===== src/mbs_pkg.sv =====
// ---------------------------------------------------------------------------
// mbs_pkg - shared types and constants of the multipart boundary splitter
// Character codes, result kinds, register indexes, sequencer segment codes
// and the emission plan that the line tracker hands to the sequencer.
// ---------------------------------------------------------------------------
package mbs_pkg;

    // boundary storage
    localparam int             NUM_WORDS    = 6;
    localparam int             WORD_BITS    = 64;
    localparam logic [5:0]     MAX_BOUNDARY = 6'd48;
    localparam logic [5:0]     NUM_BCHARS   = 6'd48;
    localparam logic [3:0]     MAX_CR_RUN   = 4'd12;

    localparam logic [5:0]           BOUNDARY_RESET_LEN   = 6'd2;
    localparam logic [WORD_BITS-1:0] BOUNDARY_RESET_WORD0 = 64'd11565;

    // characters
    localparam logic [7:0] CH_CR   = 8'h0D;
    localparam logic [7:0] CH_LF   = 8'h0A;
    localparam logic [7:0] CH_DASH = 8'h2D;
    localparam logic [1:0] CLOSE_DASHES = 2'd2;

    // result kinds
    localparam logic [1:0] KIND_DATA    = 2'd0;
    localparam logic [1:0] KIND_PART    = 2'd1;
    localparam logic [1:0] KIND_FINAL   = 2'd2;
    localparam logic [1:0] KIND_NOBOUND = 2'd3;
    localparam logic [1:0] FOUND_NONE   = 2'd0;

    // configuration register indexes
    localparam int         CFG_IDX_W      = 3;
    localparam logic [2:0] REG_LEN        = 3'd0;
    localparam logic [2:0] REG_WORD_FIRST = 3'd1;
    localparam logic [2:0] REG_WORD_LAST  = 3'd6;

    // emission segments, in output order
    localparam int         NUM_SEG   = 14;
    localparam logic [3:0] SEG_R1CR  = 4'd0;
    localparam logic [3:0] SEG_R1LF  = 4'd1;
    localparam logic [3:0] SEG_R1CH  = 4'd2;
    localparam logic [3:0] SEG_R1DS  = 4'd3;
    localparam logic [3:0] SEG_CRS1  = 4'd4;
    localparam logic [3:0] SEG_BYTE  = 4'd5;
    localparam logic [3:0] SEG_OVF   = 4'd6;
    localparam logic [3:0] SEG_R2CR  = 4'd7;
    localparam logic [3:0] SEG_R2LF  = 4'd8;
    localparam logic [3:0] SEG_R2CH  = 4'd9;
    localparam logic [3:0] SEG_R2DS  = 4'd10;
    localparam logic [3:0] SEG_CRS2  = 4'd11;
    localparam logic [3:0] SEG_K3    = 4'd12;
    localparam logic [3:0] SEG_FOUND = 4'd13;

    typedef struct packed {
        logic       r1_cr;
        logic       r1_lf;
        logic [5:0] r1_m;
        logic [1:0] r1_d;
        logic [3:0] c1;
        logic       byte_en;
        logic       ovf_en;
        logic       r2_cr;
        logic       r2_lf;
        logic [5:0] r2_m;
        logic [1:0] r2_d;
        logic [3:0] c2;
        logic       k3;
        logic [1:0] found;
        logic [7:0] data_byte;
    } plan_t;

endpackage


===== src/multipart_boundary_splitter.sv =====
// ---------------------------------------------------------------------------
// multipart_boundary_splitter - multipart body boundary detector
// Splits a multipart body stream on a configured boundary line, replaying
// bytes that prove to be data and marking part and final boundaries.
//
//   channel  | dir | tdata            | tuser                      | tlast
//   ---------+-----+------------------+----------------------------+---------
//   s_axis   | in  | in_byte          | -                          | body_end
//   m_axis   | out | out_byte         | out_kind, cr_overflow      | last
//   cfg      | in  | 0 len, 1..6 boundary words, one write per cycle
//
// A byte is taken while the sequencer is idle; the result words it releases
// then leave one a cycle through the output register while the output is not
// stalled. The replay sequencer and its shared character fetch set that pace.
// A stalled output holds the sequencer, and s_tready stays low while the
// sequencer has words left. Reset clears the line state and loads
// the boundary "--".
// ---------------------------------------------------------------------------
module multipart_boundary_splitter (
    input  logic                               clk,
    input  logic                               rst_n,
    input  logic                               s_tvalid,
    output logic                               s_tready,
    input  logic [7:0]                         s_tdata,   // in_byte
    input  logic                               s_tlast,   // body_end
    output logic                               m_tvalid,
    input  logic                               m_tready,
    output logic [7:0]                         m_tdata,   // out_byte
    output logic [2:0]                         m_tuser,   // [1:0] out_kind, [2] cr_overflow
    output logic                               m_tlast,   // last
    input  logic                               cfg_we,
    input  logic [mbs_pkg::CFG_IDX_W-1:0]      cfg_index,
    input  logic [mbs_pkg::WORD_BITS-1:0]      cfg_data
);

    logic [5:0]                  len_reg;
    logic [mbs_pkg::WORD_BITS-1:0] bword_reg [mbs_pkg::NUM_WORDS];
    logic [mbs_pkg::NUM_WORDS*mbs_pkg::WORD_BITS-1:0] boundary_flat;

    logic           accept;
    logic           busy;
    logic [5:0]     match_idx;
    logic [5:0]     seq_idx;
    logic [5:0]     char_idx;
    logic [7:0]     char_byte;
    mbs_pkg::plan_t plan;

    always_ff @(posedge clk or negedge rst_n)
    begin
        if (!rst_n)
        begin
            len_reg <= mbs_pkg::BOUNDARY_RESET_LEN;
            for (int k = 0; k < mbs_pkg::NUM_WORDS; k++)
                bword_reg[k] <= (k == 0) ? mbs_pkg::BOUNDARY_RESET_WORD0 : '0;
        end
        else if (cfg_we)
        begin
            if (cfg_index == mbs_pkg::REG_LEN)
                len_reg <= cfg_data[5:0];
            else if (cfg_index >= mbs_pkg::REG_WORD_FIRST &&
                     cfg_index <= mbs_pkg::REG_WORD_LAST)
                bword_reg[cfg_index - mbs_pkg::REG_WORD_FIRST] <= cfg_data;
        end
    end

    for (genvar g = 0; g < mbs_pkg::NUM_WORDS; g++)
    begin : g_flat
        assign boundary_flat[g*mbs_pkg::WORD_BITS +: mbs_pkg::WORD_BITS] = bword_reg[g];
    end

    assign s_tready = !busy;
    assign accept   = s_tvalid && s_tready;

    // the sequencer owns the fetch unit while replaying
    assign char_idx = busy ? seq_idx : match_idx;

    mbs_char_unit u_char (
        .boundary_flat (boundary_flat),
        .idx           (char_idx),
        .char_byte     (char_byte)
    );

    mbs_line_fsm u_line (
        .clk          (clk),
        .rst_n        (rst_n),
        .accept       (accept),
        .in_byte      (s_tdata),
        .body_end     (s_tlast),
        .boundary_len (len_reg),
        .char_byte    (char_byte),
        .match_idx    (match_idx),
        .plan         (plan)
    );

    mbs_emit_seq u_seq (
        .clk       (clk),
        .rst_n     (rst_n),
        .load      (accept),
        .plan      (plan),
        .char_byte (char_byte),
        .char_idx  (seq_idx),
        .busy      (busy),
        .m_tready  (m_tready),
        .m_tvalid  (m_tvalid),
        .m_tdata   (m_tdata),
        .m_tuser   (m_tuser),
        .m_tlast   (m_tlast)
    );

endmodule


===== src/mbs_char_unit.sv =====
// ---------------------------------------------------------------------------
// mbs_char_unit - boundary character fetch
// Picks one boundary character by index; shared by the line matcher and the
// replay sequencer.
// ---------------------------------------------------------------------------
module mbs_char_unit (
    input  logic [mbs_pkg::NUM_WORDS*mbs_pkg::WORD_BITS-1:0] boundary_flat,
    input  logic [5:0]                                       idx,
    output logic [7:0]                                       char_byte
);

    logic [8:0] bit_pos;

    assign bit_pos   = {idx, 3'b000};
    assign char_byte = (idx < mbs_pkg::NUM_BCHARS) ? boundary_flat[bit_pos +: 8] : 8'd0;

endmodule


===== src/mbs_line_fsm.sv =====
// ---------------------------------------------------------------------------
// mbs_line_fsm - line state tracker
// Holds the per-line match state and, for each accepted byte, works out the
// next state and the plan of words that the byte releases.
// ---------------------------------------------------------------------------
module mbs_line_fsm (
    input  logic                  clk,
    input  logic                  rst_n,
    input  logic                  accept,
    input  logic [7:0]            in_byte,
    input  logic                  body_end,
    input  logic [5:0]            boundary_len,
    input  logic [7:0]            char_byte,
    output logic [5:0]            match_idx,
    output mbs_pkg::plan_t        plan
);

    logic       lmb_reg, lmb_next;
    logic [3:0] held_reg, held_next;
    logic       pend_reg, pend_next;
    logic       seen_reg, seen_next;
    logic [5:0] m_reg, m_next;
    logic [1:0] d_reg, d_next;
    logic       pp_reg, pp_next;

    logic [5:0]     eff_len;
    logic [1:0]     found;
    mbs_pkg::plan_t plan_next;

    always_comb
    begin
        if (boundary_len > mbs_pkg::MAX_BOUNDARY)
            eff_len = mbs_pkg::MAX_BOUNDARY;
        else if (boundary_len == 6'd0)
            eff_len = 6'd1;
        else
            eff_len = boundary_len;
    end

    assign match_idx = m_reg;

    always_comb
    begin
        lmb_next  = lmb_reg;
        held_next = held_reg;
        pend_next = pend_reg;
        seen_next = seen_reg;
        m_next    = m_reg;
        d_next    = d_reg;
        pp_next   = pp_reg;
        found     = mbs_pkg::FOUND_NONE;
        plan_next = '0;
        plan_next.data_byte = in_byte;

        if (lmb_reg)
        begin
            if (in_byte == mbs_pkg::CH_CR)
            begin
                if (held_reg == 4'd0)
                    held_next = 4'd1;
                else
                begin
                    // second CR: the line is data, replay the held prefix
                    plan_next.r1_cr = pend_reg;
                    plan_next.r1_lf = seen_reg;
                    plan_next.r1_m  = m_reg;
                    plan_next.r1_d  = d_reg;
                    pend_next = 1'b0;
                    seen_next = 1'b0;
                    m_next    = 6'd0;
                    d_next    = 2'd0;
                    lmb_next  = 1'b0;
                    held_next = 4'd2;
                end
            end
            else if (in_byte == mbs_pkg::CH_LF)
            begin
                if (m_reg == eff_len && d_reg != 2'd1)
                    found = (d_reg == mbs_pkg::CLOSE_DASHES) ? mbs_pkg::KIND_FINAL
                                                             : mbs_pkg::KIND_PART;
                else
                begin
                    plan_next.r1_cr = pend_reg;
                    plan_next.r1_lf = seen_reg;
                    plan_next.r1_m  = m_reg;
                    plan_next.r1_d  = d_reg;
                    plan_next.c1    = (held_reg > 4'd1) ? held_reg - 4'd1 : 4'd0;
                    pend_next = (held_reg != 4'd0);
                    seen_next = 1'b1;
                    held_next = 4'd0;
                    m_next    = 6'd0;
                    d_next    = 2'd0;
                    lmb_next  = 1'b1;
                end
            end
            else if (held_reg == 4'd0 && in_byte == mbs_pkg::CH_DASH &&
                     m_reg == eff_len && d_reg < mbs_pkg::CLOSE_DASHES)
                d_next = d_reg + 2'd1;
            else if (held_reg == 4'd0 && d_reg == 2'd0 && m_reg < eff_len &&
                     in_byte == char_byte)
                m_next = m_reg + 6'd1;
            else
            begin
                plan_next.r1_cr   = pend_reg;
                plan_next.r1_lf   = seen_reg;
                plan_next.r1_m    = m_reg;
                plan_next.r1_d    = d_reg;
                plan_next.c1      = held_reg;
                plan_next.byte_en = 1'b1;
                pend_next = 1'b0;
                seen_next = 1'b0;
                m_next    = 6'd0;
                d_next    = 2'd0;
                held_next = 4'd0;
                lmb_next  = 1'b0;
            end
        end
        else if (in_byte == mbs_pkg::CH_CR)
        begin
            // saturate the held run, pass further CRs straight on
            if (held_reg < mbs_pkg::MAX_CR_RUN)
                held_next = held_reg + 4'd1;
            else
                plan_next.ovf_en = 1'b1;
        end
        else if (in_byte == mbs_pkg::CH_LF)
        begin
            plan_next.c1 = (held_reg > 4'd1) ? held_reg - 4'd1 : 4'd0;
            pend_next = (held_reg != 4'd0);
            seen_next = 1'b1;
            held_next = 4'd0;
            m_next    = 6'd0;
            d_next    = 2'd0;
            lmb_next  = 1'b1;
        end
        else
        begin
            plan_next.c1      = held_reg;
            plan_next.byte_en = 1'b1;
            held_next = 4'd0;
        end

        if (found == mbs_pkg::FOUND_NONE && body_end)
        begin
            if (lmb_next && held_next < 4'd2 && m_next == eff_len &&
                d_next == mbs_pkg::CLOSE_DASHES)
                found = mbs_pkg::KIND_FINAL;
            else
            begin
                plan_next.r2_cr = pend_next;
                plan_next.r2_lf = seen_next;
                plan_next.r2_m  = m_next;
                plan_next.r2_d  = d_next;
                plan_next.c2    = held_next;
                plan_next.k3    = 1'b1;
            end
        end

        if (found != mbs_pkg::FOUND_NONE || body_end)
        begin
            m_next    = 6'd0;
            d_next    = 2'd0;
            held_next = 4'd0;
            pend_next = 1'b0;
            seen_next = 1'b0;
            lmb_next  = 1'b1;
            pp_next   = (found == mbs_pkg::KIND_PART) && !body_end;
        end
        plan_next.found = found;

        // drop data words while still in the preamble
        if (!pp_reg)
        begin
            plan_next.r1_cr   = 1'b0;
            plan_next.r1_lf   = 1'b0;
            plan_next.r1_m    = 6'd0;
            plan_next.r1_d    = 2'd0;
            plan_next.c1      = 4'd0;
            plan_next.byte_en = 1'b0;
            plan_next.ovf_en  = 1'b0;
            plan_next.r2_cr   = 1'b0;
            plan_next.r2_lf   = 1'b0;
            plan_next.r2_m    = 6'd0;
            plan_next.r2_d    = 2'd0;
            plan_next.c2      = 4'd0;
        end
    end

    assign plan = plan_next;

    always_ff @(posedge clk or negedge rst_n)
    begin
        if (!rst_n)
        begin
            lmb_reg  <= 1'b1;
            held_reg <= 4'd0;
            pend_reg <= 1'b0;
            seen_reg <= 1'b0;
            m_reg    <= 6'd0;
            d_reg    <= 2'd0;
            pp_reg   <= 1'b0;
        end
        else if (accept)
        begin
            lmb_reg  <= lmb_next;
            held_reg <= held_next;
            pend_reg <= pend_next;
            seen_reg <= seen_next;
            m_reg    <= m_next;
            d_reg    <= d_next;
            pp_reg   <= pp_next;
        end
    end

endmodule


===== src/mbs_emit_seq.sv =====
// ---------------------------------------------------------------------------
// mbs_emit_seq - result word sequencer
// Walks the plan of one byte segment by segment, one result word a cycle
// while the output is not stalled, into a registered output stage.
// ---------------------------------------------------------------------------
module mbs_emit_seq (
    input  logic           clk,
    input  logic           rst_n,
    input  logic           load,
    input  mbs_pkg::plan_t plan,
    input  logic [7:0]     char_byte,
    output logic [5:0]     char_idx,
    output logic           busy,
    input  logic           m_tready,
    output logic           m_tvalid,
    output logic [7:0]     m_tdata,     // out_byte
    output logic [2:0]     m_tuser,     // [1:0] out_kind, [2] cr_overflow
    output logic           m_tlast
);

    mbs_pkg::plan_t               plan_reg;
    logic [mbs_pkg::NUM_SEG-1:0]  mask_reg, mask_next;
    logic [5:0]                   idx_reg;
    logic                         out_valid_reg;
    logic [7:0]                   out_byte_reg, out_byte_next;
    logic [1:0]                   out_kind_reg, out_kind_next;
    logic                         out_ovf_reg, out_ovf_next;
    logic                         out_last_reg;

    logic [3:0]                   seg;
    logic [mbs_pkg::NUM_SEG-1:0]  seg_bit;
    logic [5:0]                   seg_count;
    logic                         seg_done;
    logic                         advance;
    logic                         is_last;

    // lowest pending segment goes first
    always_comb
    begin
        seg = mbs_pkg::SEG_FOUND;
        for (int i = mbs_pkg::NUM_SEG - 1; i >= 0; i--)
        begin
            if (mask_reg[i])
                seg = 4'(i);
        end
    end

    assign seg_bit = mbs_pkg::NUM_SEG'(1) << seg;

    always_comb
    begin
        case (seg)
            mbs_pkg::SEG_R1CH: seg_count = plan_reg.r1_m;
            mbs_pkg::SEG_R1DS: seg_count = {4'd0, plan_reg.r1_d};
            mbs_pkg::SEG_CRS1: seg_count = {2'd0, plan_reg.c1};
            mbs_pkg::SEG_R2CH: seg_count = plan_reg.r2_m;
            mbs_pkg::SEG_R2DS: seg_count = {4'd0, plan_reg.r2_d};
            mbs_pkg::SEG_CRS2: seg_count = {2'd0, plan_reg.c2};
            default:           seg_count = 6'd1;
        endcase
    end

    assign seg_done = (idx_reg + 6'd1) == seg_count;
    assign is_last  = seg_done && ((mask_reg & ~seg_bit) == '0);
    assign busy     = (mask_reg != '0);
    assign advance  = busy && (!out_valid_reg || m_tready);
    assign char_idx = idx_reg;

    always_comb
    begin
        out_kind_next = mbs_pkg::KIND_DATA;
        out_ovf_next  = 1'b0;
        case (seg)
            mbs_pkg::SEG_R1CR,
            mbs_pkg::SEG_CRS1,
            mbs_pkg::SEG_R2CR,
            mbs_pkg::SEG_CRS2:  out_byte_next = mbs_pkg::CH_CR;
            mbs_pkg::SEG_OVF:
            begin
                out_byte_next = mbs_pkg::CH_CR;
                out_ovf_next  = 1'b1;
            end
            mbs_pkg::SEG_R1LF,
            mbs_pkg::SEG_R2LF:  out_byte_next = mbs_pkg::CH_LF;
            mbs_pkg::SEG_R1CH,
            mbs_pkg::SEG_R2CH:  out_byte_next = char_byte;
            mbs_pkg::SEG_R1DS,
            mbs_pkg::SEG_R2DS:  out_byte_next = mbs_pkg::CH_DASH;
            mbs_pkg::SEG_BYTE:  out_byte_next = plan_reg.data_byte;
            mbs_pkg::SEG_K3:
            begin
                out_byte_next = 8'd0;
                out_kind_next = mbs_pkg::KIND_NOBOUND;
            end
            mbs_pkg::SEG_FOUND:
            begin
                out_byte_next = 8'd0;
                out_kind_next = plan_reg.found;
            end
            default:            out_byte_next = 8'd0;
        endcase
    end

    always_comb
    begin
        mask_next[mbs_pkg::SEG_R1CR]  = plan.r1_cr;
        mask_next[mbs_pkg::SEG_R1LF]  = plan.r1_lf;
        mask_next[mbs_pkg::SEG_R1CH]  = (plan.r1_m != 6'd0);
        mask_next[mbs_pkg::SEG_R1DS]  = (plan.r1_d != 2'd0);
        mask_next[mbs_pkg::SEG_CRS1]  = (plan.c1 != 4'd0);
        mask_next[mbs_pkg::SEG_BYTE]  = plan.byte_en;
        mask_next[mbs_pkg::SEG_OVF]   = plan.ovf_en;
        mask_next[mbs_pkg::SEG_R2CR]  = plan.r2_cr;
        mask_next[mbs_pkg::SEG_R2LF]  = plan.r2_lf;
        mask_next[mbs_pkg::SEG_R2CH]  = (plan.r2_m != 6'd0);
        mask_next[mbs_pkg::SEG_R2DS]  = (plan.r2_d != 2'd0);
        mask_next[mbs_pkg::SEG_CRS2]  = (plan.c2 != 4'd0);
        mask_next[mbs_pkg::SEG_K3]    = plan.k3;
        mask_next[mbs_pkg::SEG_FOUND] = (plan.found != mbs_pkg::FOUND_NONE);
    end

    always_ff @(posedge clk or negedge rst_n)
    begin
        if (!rst_n)
        begin
            mask_reg      <= '0;
            idx_reg       <= 6'd0;
            out_valid_reg <= 1'b0;
        end
        else
        begin
            if (load)
            begin
                mask_reg <= mask_next;
                idx_reg  <= 6'd0;
            end
            else if (advance)
            begin
                if (seg_done)
                begin
                    mask_reg <= mask_reg & ~seg_bit;
                    idx_reg  <= 6'd0;
                end
                else
                    idx_reg <= idx_reg + 6'd1;
            end

            if (advance)
                out_valid_reg <= 1'b1;
            else if (m_tready)
                out_valid_reg <= 1'b0;
        end
    end

    always_ff @(posedge clk)
    begin
        if (load)
            plan_reg <= plan;
        if (advance)
        begin
            out_byte_reg <= out_byte_next;
            out_kind_reg <= out_kind_next;
            out_ovf_reg  <= out_ovf_next;
            out_last_reg <= is_last;
        end
    end

    assign m_tvalid = out_valid_reg;
    assign m_tdata  = out_byte_reg;
    assign m_tuser  = {out_ovf_reg, out_kind_reg};
    assign m_tlast  = out_last_reg;

endmodule

===== config.mk =====
export PLATFORM = sky130hd
export DESIGN_NAME = multipart_boundary_splitter
export DESIGN_NICKNAME = d
export VERILOG_FILES = /design/src/mbs_pkg.sv /design/src/multipart_boundary_splitter.sv /design/src/mbs_char_unit.sv /design/src/mbs_line_fsm.sv /design/src/mbs_emit_seq.sv
export SDC_FILE = /design/constraint.sdc
export NUM_CORES = 1
export LEC_CHECK = 0
export ABC_AREA = 1
export CORE_MARGIN = 4
export CORE_UTILIZATION = 40
export DETAILED_ROUTE_END_ITERATION = 7
export DONT_BUFFER_PORTS = 1
export GPL_ROUTABILITY_DRIVEN = 0
export SYNTH_ARGS = -nofsm -noshare
export SYNTH_HDL_FRONTEND = slang
export SYNTH_SLANG_ARGS = --single-unit

===== constraint.sdc =====
create_clock -name clk -period 3.8 [get_ports clk]
set_input_delay 0.19 -clock clk [delete_from_list [all_inputs] [get_ports clk]]
set_output_delay 0.19 -clock clk [all_outputs]
set_load 0.1 [all_outputs]

=== After elaboration in Yosys (flattened, before gate mapping) ===
Index checks and enable logic that the tools add are counted.

* Bits in registers: 473
* Output and inout port bits: 14
* Logic and storage cells: 243

* $add $sub $neg: 6
* Magnitude comparators: 11
* Eq/ne operators: 24
* Shift operators: 2
* Muxes and demuxes: 118
* Bitwise logic cells: 4
* Reduce and logical (&&, ||, !) cells: 49

{| class="wikitable"
|+ Operator list
! cell !! number
|-
| 384-bit bitwise mux || 1
|-
| 384-bit by 10-bit variable part select with 8-bit output || 1
|-
| 64-bit demux with 3-bit select || 1
|-
| 6-bit 2-to-1 mux || 16
|-
| 4-bit 2-to-1 mux || 23
|-
| 14-bit 2-to-1 mux || 5
|-
| 64-bit 2-to-1 mux || 1
|-
| 15-bit 2-to-1 mux || 4
|-
| 8-bit one-hot mux with 5 select lines || 1
|-
| 1-bit 2-to-1 mux || 38
|-
| 2-bit 2-to-1 mux || 18
|-
| 6-bit one-hot mux with 6 select lines || 1
|-
| 10-bit 2-to-1 mux || 3
|-
| 30-bit 2-to-1 mux || 1
|-
| 4-bit equality test, second input constant || 6
|-
| 6-bit equality test || 3
|-
| 1-bit logical AND || 17
|-
| 4-bit by 3-bit equality test with 1-bit output, second input constant || 4
|-
| 8-bit by 4-bit equality test with 1-bit output, second input constant || 2
|-
| 5-bit 2-to-1 mux || 3
|-
| 14-bit AND || 1
|-
| 14-bit zero test || 1
|-
| 14-bit inverter || 1
|-
| 14-bit nonzero test || 1
|-
| other kinds (41) || 61
|}

=== Longest topological paths before layout ===
* Depth in word-level cells: 20
* Mapped depth: 34

=== Cells and area by module ===
From an unflattened synthesis, not the netlist that was laid out.

* Cell total of the unflattened synthesis: 3551
* Area, all modules: 26221.4 sq um

{| class="wikitable"
|+ Modules (own cells, without submodules)
! module !! instances !! cells each !! area each (sq um)
|-
| multipart_boundary_splitter || 1 || 1729 || 15856.5
|-
| mbs_char_unit || 1 || 982 || 4214.0
|-
| mbs_emit_seq || 1 || 380 || 3427.0
|-
| mbs_line_fsm || 1 || 460 || 2723.9
|}

=== Least setup slack after synthesis ===
Ideal clock, no wire load.

* Path kind: register -> register
* From: register u_seq.mask_reg[13] (netlist bit)
* To: register u_seq.plan_reg[0] (netlist bit) (enable)
* Arrival: 3.333 ns
* Required time: 3.388 ns
* Slack: 0.055 ns
* Cell stages (with the launch flop): 9
* Period minus slack after synthesis: 3.745 ns
* Path through: dfrtp_1 > or2_1 > nor2_4 > nand2_8 > buf_6 > inv_1 > nand2_1 > inv_1 > clkbuf_1

* Word-level cells in the longest chain between the ends: 3

{| class="wikitable"
|+ Ends and longest elaborated chain
! what !! RTL line !! RTL
|-
| start, declared || mbs_emit_seq.sv:22 || <nowiki>logic [mbs_pkg::NUM_SEG-1:0] mask_reg, mask_next;</nowiki>
|-
| start signal, assigned || mbs_emit_seq.sv:134 || <nowiki>mask_reg <= mask_next;</nowiki>
|-
| start signal, assigned || mbs_emit_seq.sv:141 || <nowiki>mask_reg <= mask_reg & ~seg_bit;</nowiki>
|-
| 14-bit nonzero test || mbs_emit_seq.sv:65 || <nowiki>assign busy = (mask_reg != '0);</nowiki>
|-
| 1-bit zero test || multipart_boundary_splitter.sv:71 || <nowiki>assign s_tready = !busy;</nowiki>
|-
| via s_tready || multipart_boundary_splitter.sv:23 || <nowiki>output logic s_tready,</nowiki>
|-
| 1-bit logical AND || multipart_boundary_splitter.sv:72 || <nowiki>assign accept = s_tvalid && s_tready;</nowiki>
|-
| via accept || multipart_boundary_splitter.sv:40 || <nowiki>logic accept;</nowiki>
|-
| end signal, assigned || mbs_emit_seq.sv:158 || <nowiki>plan_reg <= plan;</nowiki>
|-
| end, declared || mbs_emit_seq.sv:21 || <nowiki>mbs_pkg::plan_t plan_reg;</nowiki>
|}

The timed path passes the listed nets, and every way through them passes these cells.
A chain may end at the register's enable or synchronous reset.

=== Worst setup path after layout ===
* From: register u_seq.mask_reg[12] (netlist bit)
* To: register u_seq.mask_reg[9] (netlist bit)

* Word-level cells in the longest chain between the ends: 20

{| class="wikitable"
|+ Ends and longest elaborated chain
! what !! RTL line !! RTL
|-
| 14-bit nonzero test || mbs_emit_seq.sv:65 ||
|-
| 6-bit 2-to-1 mux || multipart_boundary_splitter.sv:75 || <nowiki>assign char_idx = busy ? seq_idx : match_idx;</nowiki>
|-
| 384-bit by 10-bit variable part select with 8-bit output or 6-bit less-than comparator (tied branches) || mbs_char_unit.sv:15 || <nowiki>assign char_byte = (idx < mbs_pkg::NUM_BCHARS) ? boundary_flat[bit_pos +: 8] : 8'd0;</nowiki>
|-
| 8-bit 2-to-1 mux || mbs_char_unit.sv:15 ||
|-
| 8-bit equality test || mbs_line_fsm.sv:100 || <nowiki>in_byte == char_byte)</nowiki>
|-
| 1-bit logical AND || mbs_line_fsm.sv:99 || <nowiki>else if (held_reg == 4'd0 && d_reg == 2'd0 && m_reg < eff_len &&</nowiki>
|-
| 4-bit 2-to-1 mux || mbs_line_fsm.sv:99 ||
|-
| 4-bit 2-to-1 mux || mbs_line_fsm.sv:96 || <nowiki>else if (held_reg == 4'd0 && in_byte == mbs_pkg::CH_DASH &&</nowiki>
|-
| (+2 left out) || n/a ||
|-
| 4-bit 2-to-1 mux || mbs_line_fsm.sv:55 || <nowiki>if (lmb_reg)</nowiki>
|-
| 4-bit by 2-bit less-than comparator with 1-bit output || mbs_line_fsm.sv:145 || <nowiki>if (lmb_next && held_next < 4'd2 && m_next == eff_len &&</nowiki>
|-
| 1-bit logical AND (3 in a row) || mbs_line_fsm.sv:145 ||
|-
| 15-bit 2-to-1 mux || mbs_line_fsm.sv:145 ||
|-
| 15-bit 2-to-1 mux || mbs_line_fsm.sv:143 || <nowiki>if (found == mbs_pkg::FOUND_NONE && body_end)</nowiki>
|-
| 30-bit 2-to-1 mux || mbs_line_fsm.sv:172 || <nowiki>if (!pp_reg)</nowiki>
|-
| 6-bit nonzero test || mbs_emit_seq.sv:115 || <nowiki>mask_next[mbs_pkg::SEG_R2CH] = (plan.r2_m != 6'd0);</nowiki>
|-
| 14-bit 2-to-1 mux || mbs_emit_seq.sv:132 || <nowiki>if (load)</nowiki>
|}

Several ways; a longest one is shown, not always the timed one. The select of a mux whose other input is x is not followed.

==> results_dict.tcl <==
set metrics [dict create \
    status "finished, violations left" \
    violations "hold timing, slew limit, setup timing" \
    die_x_um 251 \
    rrSetupSlack_ps -480 \
    design_area_mm2 0.0305 \
    maxCapViolations 0 \
    portBuffers 0 \
    rr_worst_depth 32 \
    drc 0 \
    clkLatencyLatePin_ps 640 \
    yosysTopAreaCell "dfrtp_1" \
    layout-drive-gt1-share_pct 18.9 \
    clkSlewWorstSetupHoldPaths_ps 70 \
    cp_common_cell "nand2_1" \
    largest_register_ffs 384 \
    syn-mean-instance-area_um2 7.99 \
    max-vdd-ir-drop_mv 0.553 \
    power_density_mw_per_mm2 781 \
    place_ws_ps -681 \
    cts_tree "yes" \
    coreArea_mm2 0.0581 \
    syn-instance-count 2958 \
    syn2layout_area_growth_pct 29.2 \
    fmax_ghz 0.234 \
    dp_cells 3756 \
    fin_crit_ps 4280 \
    yosys.area.top_type_share_pct 44.1 \
    setup_viol 27 \
    grt_pass1_vias 21800 \
    finalCritPeriodShare_pct 113 \
    fillers 5343 \
    via_count 22500 \
    hold_buffers 73 \
    syn_area_mm2 0.0236 \
    clk_path_buf_depth 3 \
    power_mw 23.8 \
    dieHeight_um 251 \
    hold_ws_ps -703 \
    synth_edf_count 46 \
    seqCellArea_mm2 0.0121 \
    root_buffer "clkbuf_16" \
    rsz0062_at_grt "true" \
    final.setup.tns_ps -9000 \
    synth_warnings 0 \
    synth_ff_type "dfrtp_1" \
    dr.first_iter.drc_count 2345 \
    hpwl_um 55000 \
    viasPerCell 5.59 \
    ios 95 \
    drt-total-wl_um 85600 \
    fin_nets 3304 \
    cts.sinks 473 \
    row_count 88 \
    slowest_stage "dfrtp_1" \
    slew_viol_final 178 \
    final_cells 4017 \
    grt_pass1_wl_um 130000 \
    die-area_mm2 0.0631 \
    max-slew-margin-rel_pct -20.6 \
    critPathMaxFanout 14 \
    synth.area.top_cells "dfrtp_1 (44%), nand2_1 (15%), o21ai_0 (9.4%)" \
    start_util_pct 40.7 \
    power_leakage_nw 14.4 \
    wl_met2_um 39100 \
    cpPeakStageDelay_ps 370 \
    ys_seq_area_share_pct 51.1 \
    required_ps 4310 \
    wl_met3_um 8160 \
    grt_start_max_net_pins 428 \
    arrival_ps 4790 \
    tightestPinTransition_ps 1810 \
    final_util_pct 52.5 \
    cts_buffers 52 \
    htree_levels 2 \
    syn_nets 3057 \
    crit_type "flop to flop" \
    multi_input_area_mm2 0.0109 \
    hold_class "primary input to async pin" \
    worst_slack_ps -480 \
    wl_met1_um 35300 \
    start_kind "flop" \
    ys_async_sr_fraction_pct 90.3 \
    finalClockSkew_ps 33.1 \
    antenna_left 0 \
    maxUsedRoutingLayer "met5" \
    grt_usage_pct 26.1 \
    wl_per_cell_um 21.3 \
    overflow 0 \
    synth-seq-cells 473 \
    antenna_found_initial 7 \
    crit_path_end_kind "flop" \
    hold_viol_final 423 \
    yosysUniqueCellTypes 61 \
    place_area_mm2 0.0257 \
    drtPass1Iterations 6 \
]
## layout by cell type, fill, tap and decap left out, types with 7 or more instances in the layout
master and instances:
inv_1 172, o22ai_1 16, nand2_1 928, edfxtp_1 46
clkinv_2 8, nor2_4 7, ha_1 18, clkbuf_16 61
nand2_4 7, or2_1 7, buf_12 44, xor2_1 11
nor2_2 10, buf_6 15, dfrtp_1 417, a21oi_1 33
buf_4 204, dfstp_2 10, nor3_1 19, nand3_1 294
buf_16 12, nor2_1 74, dlygate4sd3_1 73, nand3_2 122
o21ai_0 438, clkbuf_8 12, nand4_1 12, o211ai_1 11
clkbuf_1 12, nand2_2 30
## synthesized netlist by cell type (4+ instances only)
master      n
o22ai_1    16
clkinv_1    4
o221ai_1    4
xnor2_1     4
buf_4       9
dfrtp_1   417
nand2_1   959
o21ai_2     5
a21oi_1    36
nand4_1    12
buf_6      24
dfstp_2    10
nor3_1     22
nor2_1     86
inv_1     177
nand2_2     6
ha_1       18
clkbuf_1  100
o211ai_1   11
nand3_1   414
xor2_1     11
buf_2      42
or2_1       7
nand3_2     4
a211oi_1    4
nor4_1      6
o21ai_0   442
nand2_4     4
edfxtp_1   46
## logic make-up (layout without fill, tap and decap cells)
family          count (synthesis)  in the layout  share of synthesized area [%]
compound gates                556            556                           12.7
xor+xnor                       16             16                          0.625
fa+ha+maj                      18             18                          0.953
buf+inv                       357            644                           6.80
flops                         473            473                           51.1
other cells                     0              6                              0
simple gates                 1538           1539                           27.8
## worst paths after layout
check	to	from
setup / recovery	u_seq.mask_reg[9]	u_seq.mask_reg[12]
min in group clk	boundary_flat[259]	cfg_data[3]
setup reg to reg	u_seq.mask_reg[9]	u_seq.mask_reg[12]
hold reg to reg	boundary_flat[367]	boundary_flat[367]
max in group asynchronous	boundary_flat[68]	rst_n
hold / removal	boundary_flat[346]	rst_n
## timing repair
item / CTS / global route
gates resized for setup: 126 / 136
pin swaps: 31 / 62
buffers inserted: 38 / 27
cloned: 13 / 12
hold endpoints to repair: 816 / 427
setup endpoints to repair: 41 / 54
## power by group
group	switching (mW)	internal, mW
Sequential	1.20	6.55
Combinational	6.08	4.67
Clock	2.22	3.12
## worst max-delay path, delay by kind of cell, from the launching register on
family / cells / cell delay [ps]
and+or+nand+nor: 24 / 2580
buffers and inverters: 5 / 730
AOI/OAI and AO/OA: 3 / 440
DFF: 1 / 370
## final cells by class
class,instances,share of cell area [%]
Sequential cell,473,39.6
Multi-Input combinational cell,2129,35.8
Timing Repair Buffer,367,13.3
Clock buffer,76,4.95
Tap cell,765,3.14
Inverter,182,2.26
Clock inverter,19,0.951
Antenna cell,6,0.0492
## routing by layer
metal	GRT usage [%]	up-vias
li1	-	10300
met3	5.48	173
met1	36.0	10900
met2	41.3	1031
met4	8.62	4
met5	0	-
(Power assumes the default switching activity.)
